### src/rtl/core/mlf_pkg.sv
package mlf_pkg;

   // Field widths of a frame header and of a result
   localparam int MAC_W      = 48;
   localparam int PORT_W     = 4;
   localparam int ACT_W      = 2;
   localparam int REQ_DATA_W = 104;
   localparam int RSP_DATA_W = 8;

   // Result action codes
   localparam logic [ACT_W-1:0] ACT_UNICAST = 2'd0;
   localparam logic [ACT_W-1:0] ACT_BCAST   = 2'd1;
   localparam logic [ACT_W-1:0] ACT_DISCARD = 2'd2;
   localparam logic [ACT_W-1:0] ACT_NONE    = 2'd3;

   // Commands from the controller to the datapath
   typedef struct packed {
      logic             load;    // capture the frame header
      logic             cmp;     // compare source and destination against the table
      logic             learn;   // update the table with the source MAC
      logic             emit;    // load the output register
      logic [ACT_W-1:0] act;     // action of the result being loaded
   } cmd_type;

   // Status from the datapath to the controller
   typedef struct packed {
      logic dst_hit;     // destination found after learning
      logic all_ones;    // destination is the broadcast address
      logic bcast_pend;  // broadcast copies left to send
      logic bcast_last;  // the next broadcast copy is the final one
      logic out_free;    // output register can take a result this cycle
   } sts_type;

endpackage

### src/rtl/core/mlf_datapath.sv
module mlf_datapath #(
   parameter int TABLE_DEPTH = 16,
   parameter int PORT_COUNT  = 16
) (
   input  logic                            clock,
   input  logic                            reset,
   // dst_mac [47:0], src_mac [95:48], src_port [99:96], zero [103:100]
   input  logic [mlf_pkg::REQ_DATA_W-1:0]  req_tdata,
   input  mlf_pkg::cmd_type                cmd,
   output mlf_pkg::sts_type                sts,
   output logic                            rsp_tvalid,
   input  logic                            rsp_tready,
   // out_port [3:0], learned_new [4], table_full [5], zero [7:6]
   output logic [mlf_pkg::RSP_DATA_W-1:0]  rsp_tdata,
   // action [1:0]
   output logic [mlf_pkg::ACT_W-1:0]       rsp_tuser,
   output logic                            rsp_tlast
);
   import mlf_pkg::*;

   localparam int PCNT_W = 9;

   // Captured frame header
   logic [MAC_W-1:0]  dst_mac_ff;
   logic [MAC_W-1:0]  src_mac_ff;
   logic [PORT_W-1:0] src_port_ff;
   logic              src_ok_ff;

   // Forwarding table
   logic [MAC_W-1:0]       entry_mac_ff  [TABLE_DEPTH];
   logic [PORT_W-1:0]      entry_port_ff [TABLE_DEPTH];
   logic [TABLE_DEPTH-1:0] entry_valid_ff;

   // Compare results and per-frame working vectors
   logic [TABLE_DEPTH-1:0] src_hit_in, src_hit_ff;
   logic [TABLE_DEPTH-1:0] dst_hit_in, dst_hit_ff;
   logic                   dst_eq_src_ff;
   logic [TABLE_DEPTH-1:0] dst_vec_ff;
   logic [TABLE_DEPTH-1:0] mask_ff;
   logic                   learned_ff;
   logic                   full_ff;

   // Output register
   logic                   rsp_tvalid_ff;
   logic [PORT_W-1:0]      rsp_port_ff, rsp_port_in;
   logic [ACT_W-1:0]       rsp_act_ff;
   logic                   rsp_learned_ff;
   logic                   rsp_full_ff;
   logic                   rsp_last_ff;

   logic [TABLE_DEPTH-1:0] free_vec, free_low, wr_vec;
   logic [TABLE_DEPTH-1:0] bc_low, bc_rest;
   logic                   src_known, any_free, do_write;
   logic [PORT_W-1:0]      uni_port, bc_port;

   // Capture the header and check the arrival port range
   always_ff @(posedge clock) begin
      if (cmd.load) begin
         dst_mac_ff  <= req_tdata[MAC_W-1:0];
         src_mac_ff  <= req_tdata[2*MAC_W-1:MAC_W];
         src_port_ff <= req_tdata[2*MAC_W+PORT_W-1:2*MAC_W];
         src_ok_ff   <= {{(PCNT_W-PORT_W){1'b0}}, req_tdata[2*MAC_W+PORT_W-1:2*MAC_W]}
                        < PCNT_W'(PORT_COUNT);
      end
   end

   // Compare every entry against source and destination
   always_comb begin
      for (int i = 0; i < TABLE_DEPTH; i++) begin
         src_hit_in[i] = entry_valid_ff[i] && (entry_mac_ff[i] == src_mac_ff);
         dst_hit_in[i] = entry_valid_ff[i] && (entry_mac_ff[i] == dst_mac_ff);
      end
   end

   always_ff @(posedge clock) begin
      if (cmd.cmp) begin
         src_hit_ff    <= src_hit_in;
         dst_hit_ff    <= dst_hit_in;
         dst_eq_src_ff <= dst_mac_ff == src_mac_ff;
      end
   end

   // Pick the entry to write: the known one, else the lowest free one
   assign free_vec  = ~entry_valid_ff;
   assign free_low  = free_vec & (~free_vec + 1'b1);
   assign src_known = |src_hit_ff;
   assign any_free  = |free_vec;
   assign wr_vec    = src_known ? src_hit_ff : free_low;
   assign do_write  = src_ok_ff && (src_known || any_free);

   // Learn the source MAC
   always_ff @(posedge clock) begin
      for (int i = 0; i < TABLE_DEPTH; i++) begin
         if (cmd.learn && do_write && wr_vec[i]) begin
            entry_mac_ff[i]  <= src_mac_ff;
            entry_port_ff[i] <= src_port_ff;
         end
      end
   end

   always_ff @(posedge clock) begin
      if (reset) begin
         entry_valid_ff <= '0;
      end else if (cmd.learn && do_write) begin
         entry_valid_ff <= entry_valid_ff | wr_vec;
      end
   end

   // Settle the destination hit and the broadcast recipients after learning
   always_ff @(posedge clock) begin
      if (cmd.learn) begin
         dst_vec_ff <= dst_hit_ff | ((dst_eq_src_ff && do_write) ? wr_vec : '0);
         learned_ff <= src_ok_ff && !src_known && any_free;
         full_ff    <= src_ok_ff && !src_known && !any_free;
      end
   end

   always_ff @(posedge clock) begin
      if (cmd.learn) begin
         mask_ff <= entry_valid_ff & ~src_hit_ff;
      end else if (cmd.emit && (cmd.act == ACT_BCAST)) begin
         mask_ff <= bc_rest;
      end
   end

   // Select ports from one-hot vectors
   assign bc_low  = mask_ff & (~mask_ff + 1'b1);
   assign bc_rest = mask_ff & ~bc_low;

   always_comb begin
      uni_port = '0;
      bc_port  = '0;
      for (int i = 0; i < TABLE_DEPTH; i++) begin
         uni_port = uni_port | (dst_vec_ff[i] ? entry_port_ff[i] : '0);
         bc_port  = bc_port  | (bc_low[i]     ? entry_port_ff[i] : '0);
      end
   end

   always_comb begin
      case (cmd.act)
         ACT_UNICAST: rsp_port_in = uni_port;
         ACT_BCAST:   rsp_port_in = bc_port;
         default:     rsp_port_in = '0;
      endcase
   end

   // Hold a result until its transfer completes
   always_ff @(posedge clock) begin
      if (reset) begin
         rsp_tvalid_ff <= 1'b0;
      end else if (cmd.emit) begin
         rsp_tvalid_ff <= 1'b1;
      end else if (rsp_tready) begin
         rsp_tvalid_ff <= 1'b0;
      end
   end

   always_ff @(posedge clock) begin
      if (cmd.emit) begin
         rsp_port_ff    <= rsp_port_in;
         rsp_act_ff     <= cmd.act;
         rsp_learned_ff <= learned_ff;
         rsp_full_ff    <= full_ff;
         rsp_last_ff    <= (cmd.act != ACT_BCAST) || (bc_rest == '0);
      end
   end

   assign rsp_tvalid = rsp_tvalid_ff;
   assign rsp_tdata  = {2'b00, rsp_full_ff, rsp_learned_ff, rsp_port_ff};
   assign rsp_tuser  = rsp_act_ff;
   assign rsp_tlast  = rsp_last_ff;

   assign sts.dst_hit    = |dst_vec_ff;
   assign sts.all_ones   = &dst_mac_ff;
   assign sts.bcast_pend = |mask_ff;
   assign sts.bcast_last = bc_rest == '0;
   assign sts.out_free   = !rsp_tvalid_ff || rsp_tready;

`ifndef SYNTHESIS
   // A MAC lives in at most one entry
   a_src_unique: assert property (@(posedge clock) disable iff (reset)
      cmd.learn |-> $onehot0(src_hit_ff))
      else $error("source MAC matches several entries");

   a_dst_unique: assert property (@(posedge clock) disable iff (reset)
      cmd.emit && (cmd.act == ACT_UNICAST) |-> $onehot(dst_vec_ff))
      else $error("unicast result without a single destination entry");

   a_bcast_pend: assert property (@(posedge clock) disable iff (reset)
      cmd.emit && (cmd.act == ACT_BCAST) |-> (mask_ff != '0))
      else $error("broadcast copy with no recipient left");

   a_valid_keep: assert property (@(posedge clock) disable iff (reset)
      1'b1 |=> ((entry_valid_ff & $past(entry_valid_ff)) == $past(entry_valid_ff)))
      else $error("table entry lost its valid bit");
`endif

endmodule

### src/rtl/core/mlf_ctrl.sv
module mlf_ctrl (
   input  logic             clock,
   input  logic             reset,
   input  logic             req_tvalid,
   output logic             req_tready,
   input  mlf_pkg::sts_type sts,
   output mlf_pkg::cmd_type cmd
);
   import mlf_pkg::*;

   typedef enum logic [4:0] {
      ST_IDLE   = 5'b00001,
      ST_CMP    = 5'b00010,
      ST_LEARN  = 5'b00100,
      ST_RESULT = 5'b01000,
      ST_BCAST  = 5'b10000
   } state_type;

   state_type state_ff, state_in;

   always_ff @(posedge clock) begin
      if (reset) begin
         state_ff <= ST_IDLE;
      end else begin
         state_ff <= state_in;
      end
   end

   assign req_tready = state_ff == ST_IDLE;

   // Sequence one frame: capture, compare, learn, then send results
   always_comb begin
      state_in  = state_ff;
      cmd       = '0;
      cmd.act   = ACT_UNICAST;
      case (state_ff)
         ST_IDLE: begin
            if (req_tvalid) begin
               cmd.load = 1'b1;
               state_in = ST_CMP;
            end
         end
         ST_CMP: begin
            cmd.cmp  = 1'b1;
            state_in = ST_LEARN;
         end
         ST_LEARN: begin
            cmd.learn = 1'b1;
            state_in  = ST_RESULT;
         end
         ST_RESULT: begin
            if (sts.out_free) begin
               cmd.emit = 1'b1;
               state_in = ST_IDLE;
               if (sts.dst_hit) begin
                  cmd.act = ACT_UNICAST;
               end else if (!sts.all_ones) begin
                  cmd.act = ACT_DISCARD;
               end else if (!sts.bcast_pend) begin
                  cmd.act = ACT_NONE;
               end else begin
                  cmd.act = ACT_BCAST;
                  if (!sts.bcast_last) begin
                     state_in = ST_BCAST;
                  end
               end
            end
         end
         ST_BCAST: begin
            if (sts.out_free) begin
               cmd.emit = 1'b1;
               cmd.act  = ACT_BCAST;
               if (sts.bcast_last) begin
                  state_in = ST_IDLE;
               end
            end
         end
         default: begin
            state_in = ST_IDLE;
         end
      endcase
   end

endmodule

### src/rtl/core/mac_learning_forwarder_unit.sv
// The first result is loaded in the result state, which follows capture,
// compare and learn and waits while the output register is full. A new header
// is taken only in idle, after the last result of a frame; a broadcast to n
// entries sends one copy per cycle while the single output register is free.
// Reset: synchronous, active high; clears all table valid bits at once and
// returns the sequencer to idle. No clearing pass is needed.
module mac_learning_forwarder_unit #(
   parameter int TABLE_DEPTH = 16,
   parameter int PORT_COUNT  = 16
) (
   input  logic                            clock,
   input  logic                            reset,
   input  logic                            req_tvalid,
   output logic                            req_tready,
   // dst_mac [47:0], src_mac [95:48], src_port [99:96], zero [103:100]
   input  logic [mlf_pkg::REQ_DATA_W-1:0]  req_tdata,
   output logic                            rsp_tvalid,
   input  logic                            rsp_tready,
   // out_port [3:0], learned_new [4], table_full [5], zero [7:6]
   output logic [mlf_pkg::RSP_DATA_W-1:0]  rsp_tdata,
   // action [1:0]
   output logic [mlf_pkg::ACT_W-1:0]       rsp_tuser,
   output logic                            rsp_tlast
);
   import mlf_pkg::*;

   cmd_type cmd;
   sts_type sts;

   // Sequencer
   mlf_ctrl u_ctrl (
      .clock      (clock),
      .reset      (reset),
      .req_tvalid (req_tvalid),
      .req_tready (req_tready),
      .sts        (sts),
      .cmd        (cmd)
   );

   // Table, compare logic and output register
   mlf_datapath #(
      .TABLE_DEPTH (TABLE_DEPTH),
      .PORT_COUNT  (PORT_COUNT)
   ) u_datapath (
      .clock      (clock),
      .reset      (reset),
      .req_tdata  (req_tdata),
      .cmd        (cmd),
      .sts        (sts),
      .rsp_tvalid (rsp_tvalid),
      .rsp_tready (rsp_tready),
      .rsp_tdata  (rsp_tdata),
      .rsp_tuser  (rsp_tuser),
      .rsp_tlast  (rsp_tlast)
   );

endmodule
### config.mk
export PLATFORM = sky130hd
export DESIGN_NAME = mac_learning_forwarder_unit
export DESIGN_NICKNAME = d
export VERILOG_FILES = /design/src/rtl/core/mlf_pkg.sv /design/src/rtl/core/mlf_datapath.sv /design/src/rtl/core/mlf_ctrl.sv /design/src/rtl/core/mac_learning_forwarder_unit.sv
export SDC_FILE = /design/constraint.sdc
export NUM_CORES = 2
export LEC_CHECK = 0
export ABC_CLOCK_PERIOD_IN_PS = 5700
export BUFFER_PORTS_ARGS = -buffer_cell sky130_fd_sc_hd__buf_4
export CORE_MARGIN = 3
export CORE_UTILIZATION = 50
export CTS_BUF_LIST = sky130_fd_sc_hd__clkbuf_8
export DETAILED_ROUTE_END_ITERATION = 16
export GPL_ROUTABILITY_DRIVEN = 0
export PLACE_DENSITY_LB_ADDON = 0.3
export SYNTH_ARGS = -nofsm -noshare
export SYNTH_HDL_FRONTEND = slang
export SYNTH_HIERARCHICAL = 1
export SYNTH_SLANG_ARGS = --single-unit
export TNS_END_PERCENT = 50
### constraint.sdc
create_clock -name clock -period 5.7 [get_ports clock]
set_input_delay 0.57 -clock clock [delete_from_list [all_inputs] [get_ports clock]]
set_output_delay 0.57 -clock clock [all_outputs]
set_load 0.1 [all_outputs]
==> results.md <==
* Final core utilization at 0.577
* Post-synth EDFFs at ~1000
* Number of buffers inserted for hold repair after clock tree synthesis at 100
* Number of synthesis warnings at 6
* Post-layout net count at roughly 4300
* Hold Startpoint: req_tvalid
* Crit Reg-Reg Endpoint: u_datapath/mask_ff[14]
* Unrepaired setup endpoints after global routing: false
* Final hold slack at a little under 0.07 ns
* Flop and latch count out of synthesis at 1030
* Effective utilization at floorplan at 0.505
* Die Wd at ~330 µm
* Outcome: complete, but fails checks
* Crit path max-delay family: simple AND/OR/NAND/NOR gates
* Clk pin slew, worst setup/hold paths at ~0.06 ns
* Global router's overall resource usage at 0.375
* Share of layout cells above drive strength 1 at 0.126
* Share of flip-flops with an asynchronous set or reset at 0
* Most prevalent standard cell on the critical path: nand2_1
* Max frequency at roughly 190 MHz
* Number of max-cap violations at 3
* Largest net degree at the start of global routing at between 50 and 60
* Synthesized area at about 52000 µm²
* Power density over cell area at about 290 nW/µm²
* Total core area at 102000 µm²
* Number of buffers added for setup after CTS at 0
* HP Class: in -> reg
* Vias in the first global route at ~36000
* Final period utilization at 0.913
* Signed area change from the synthesized netlist to the final layout at 14.2%
* Distinct cell type count of the synthesized netlist at 69
* Via density per instance at approximately 6.6
* R2R Path Start: u_datapath/dst_mac_ff[37]
* Buffer cell driving the clock tree root: clkbuf_8
* TritonCTS buffer count at between 150 and 200
* Data required time at the worst endpoint at 6.16 ns
* Total Negative Setup Slacks at 0 ns
* Area taken by multi-input logic gates at ~20000 µm²
* Average instance area after synthesis at ~13 µm²
* Max transition margin at -0.0475
* Post-detailed-routing wire length at about 200000 µm
* Worst-case hold path end point: u_ctrl/state_ff[0]
* Worst reg2reg path depth at 10
* Dpl hpwl at between 100000 and 150000 µm
* Resized Gates After CTS at 0
* Top Ports at roughly 120
* Average wire length per cell after detail routing at about 36 µm
* Count of input and output buffers at 114
* Arrival time worst endpoint at between 5 and 6 ns
* Slowest cell on the critical path: nor4_1
* Critical path buffer and inverter count at 2
* Vias post-DR at roughly 38000
* Skew final at 0.0939 ns
* Critical path peak fanout at 16
* Top_reg_cell synth: edfxtp_1
* Antenna violations before repair at 13
* Number of cells traversed by the worst hold path at 4
* R2R setup slack at roughly 0.5 ns
* Number of violations reported at the end of detailed-routing iteration 0 at around 6000
* TritonCTS clock tree: yes
* Buffers from clock root to sink, at most at 3
* Sinks on Clock Net at about 1000
* Clock latency on the worst-skew pair at a little under 0.9 ns
* Crit path time final at about 5.2 ns
* Sequential area share after synthesis at 0.596
* Crit path largest cell delay at approximately 1.3 ns
* Violations in the final reports: capacitance limit, slew limit
* Die H at 327 µm
* Maximum vdd ir drop at 194 µV
* CP endpoint kind: register
* Category of the worst setup path launch point: register
* Final count of hold timing violations at 0
* Detailed-routing iteration count for the pre-antenna-repair pass at 12
* Instance count of the mapped netlist at around 3900
* Filler cell count at roughly 8300
* Remaining number of nets flagged by the antenna check after routing at 0
* Seq. cell area at a little over 30000 µm²
* Slew Limit Fails at 5
* Transition time at the pin with the least slew margin at about 1.6 ns
* Leakage power of the design at around 20 nW
* Global route overflow at 0
* Number of failing setup endpoints in the final timing report at 0
* Wire length of the first global-routing pass at 278000 µm
* H-tree depth at 4
* Std-Cell Rows at ~120
* Overall die area at 107000 µm²
* DRC violations left at 0
* Category of the critical setup timing path: reg -> reg
* Sequence of cells on the critical path: nand4_1 -> nor4_1 -> and3_1 -> nand4bb_1 -> a21oi_1 -> buf_4 -> inv_1 -> nor2_1 -> nand2_1 -> nand2_1
## flip-flops by register name, summed over array words and instances, names as in the netlist, 2 cells and up
| register | cells |
|---|---|
| u_datapath/dst_mac_ff | 48 |
| u_datapath/rsp_port_ff | 4 |
| u_datapath/mask_ff | 16 |
| u_datapath/src_mac_ff | 48 |
| u_ctrl/state_ff | 5 |
| u_datapath/entry_valid_ff | 16 |
| u_datapath/dst_vec_ff | 16 |
| u_datapath/src_hit_ff | 16 |
| u_datapath/src_port_ff | 4 |
| u_datapath/entry_port_ff | 64 |
| u_datapath/rsp_tuser | 2 |
| u_datapath/entry_mac_ff | 768 |
| u_datapath/dst_hit_ff | 16 |
## stage by stage
stage          cells  setup slack [ns]  total power, W  area, µm²
2_1_floorplan   3864              1.55         0.00977      51600
3_3_place_gp    5316             0.831          0.0108      54800
3_5_place_dp    5316             0.826          0.0108      54800
4_1_cts         5712             0.774          0.0169      58900
5_1_grt         5714             0.693          0.0173      58900
6_report        5717             0.498          0.0170      58900
## final cells by class
type,instances,share of cell area
Sequential cell,1030,0.521
Multi-Input combinational cell,2511,0.332
Timing Repair Buffer,408,0.0588
Clock buffer,181,0.0423
Tap cell,1368,0.0291
Clock inverter,115,0.00960
Inverter,99,0.00631
Antenna cell,5,0.000212
## worst register-to-register path, stage by stage (launching register included)
cell,delay [ns]
edfxtp_1,0.87
nand4_1,0.33
nor4_1,1.31
and3_1,0.84
nand4bb_1,0.18
a21oi_1,0.18
buf_4,0.20
inv_1,0.08
nor2_1,0.20
nand2_1,0.09
nand2_1,0.52
## synth_stat cells, drive strengths merged (18+ instances only)
library cell	number	area (µm²)
a21oi	40	204
a221oi	18	158
a22oi	43	323
buf	153	762
clkbuf	71	267
dfxtp	22	440
edfxtp	1008	30300
inv	99	372
nand2	51	191
nand3	43	215
nand4	166	1040
nor2	47	176
nor3	56	302
nor4	317	2020
o21ai	32	160
o22ai	38	238
xnor2	364	3190
xor2	1120	9810
## cells by family (layout without fill, tap and decap cells)
| group | after synthesis | after routing | synth area share |
|---|---|---|---|
| buffers and inverters | 323 | 803 | 0.0272 |
| xor gates and xnor gates | 1484 | 1484 | 0.252 |
| other | 1 | 7 | 0.0000727 |
| DFF | 1030 | 1030 | 0.596 |
| AOI/OAI and AO/OA | 288 | 288 | 0.0403 |
| and+or+nand+nor | 736 | 736 | 0.0844 |
| adders and majority gates | 1 | 1 | 0.000194 |
## metal layers
| layer | GRT usage | wire, µm | share of wire |
|---|---|---|---|
| met1 | 0.484 | 70300 | 0.34 |
| met2 | 0.540 | 84700 | 0.41 |
| met5 | 0 | 26 | 0.00013 |
| met3 | 0.118 | 31500 | 0.15 |
| met4 | 0.258 | 17800 | 0.087 |
## cells in the final DEF (no fill, tap or decap), types with 9 or more instances in the layout
cell type      instances
clkinv_1              27
o21ai_0               32
a2111oi_0             11
a222oi_1              14
xor2_1              1120
o221ai_1              10
buf_4                296
edfxtp_1            1008
buf_12                12
nor2b_1               11
a21oi_1               39
a22oi_1               43
clkinv_2              14
o2111ai_1              9
nor3_1                53
o21bai_1              17
dlygate4sd3_1        100
nor2_1                31
o22ai_1               38
nand2_1               50
nand4_1              166
xnor2_1              364
a221oi_1              18
clkbuf_8             181
nor2_4                16
inv_1                163
dfxtp_1               22
nor4_1               313
nand3_1               43
## power breakdown
| part | internal (W) | total (W) | switching, W | leakage, nW |
|---|---|---|---|---|
| clock | 0.00301 | 0.00611 | 0.00309 | 1.80 |
| combinational | 0.000658 | 0.00221 | 0.00156 | 9.17 |
| sequential | 0.00846 | 0.00865 | 0.000193 | 9.21 |
| total | 0.0121 | 0.0170 | 0.00485 | 20.2 |
## how the worst max path moves through the flow
stage / cells past startpoint / slack [ns] / to / start
finish: 10 / 0.50 / u_datapath/mask_ff[14] / u_datapath/dst_mac_ff[37]
floorplan: 5 / 1.55 / u_datapath/entry_mac_ff[1][0] / u_datapath/src_hit_ff[11]
detailed placement: 10 / 0.83 / u_datapath/mask_ff[10] / u_datapath/dst_mac_ff[37]
global route: 10 / 0.69 / u_datapath/mask_ff[14] / u_datapath/dst_mac_ff[37]
global placement: 10 / 0.83 / u_datapath/mask_ff[10] / u_datapath/dst_mac_ff[37]
CTS: 10 / 0.77 / u_datapath/mask_ff[14] / u_datapath/dst_mac_ff[37]
(Power assumes the default switching activity.)
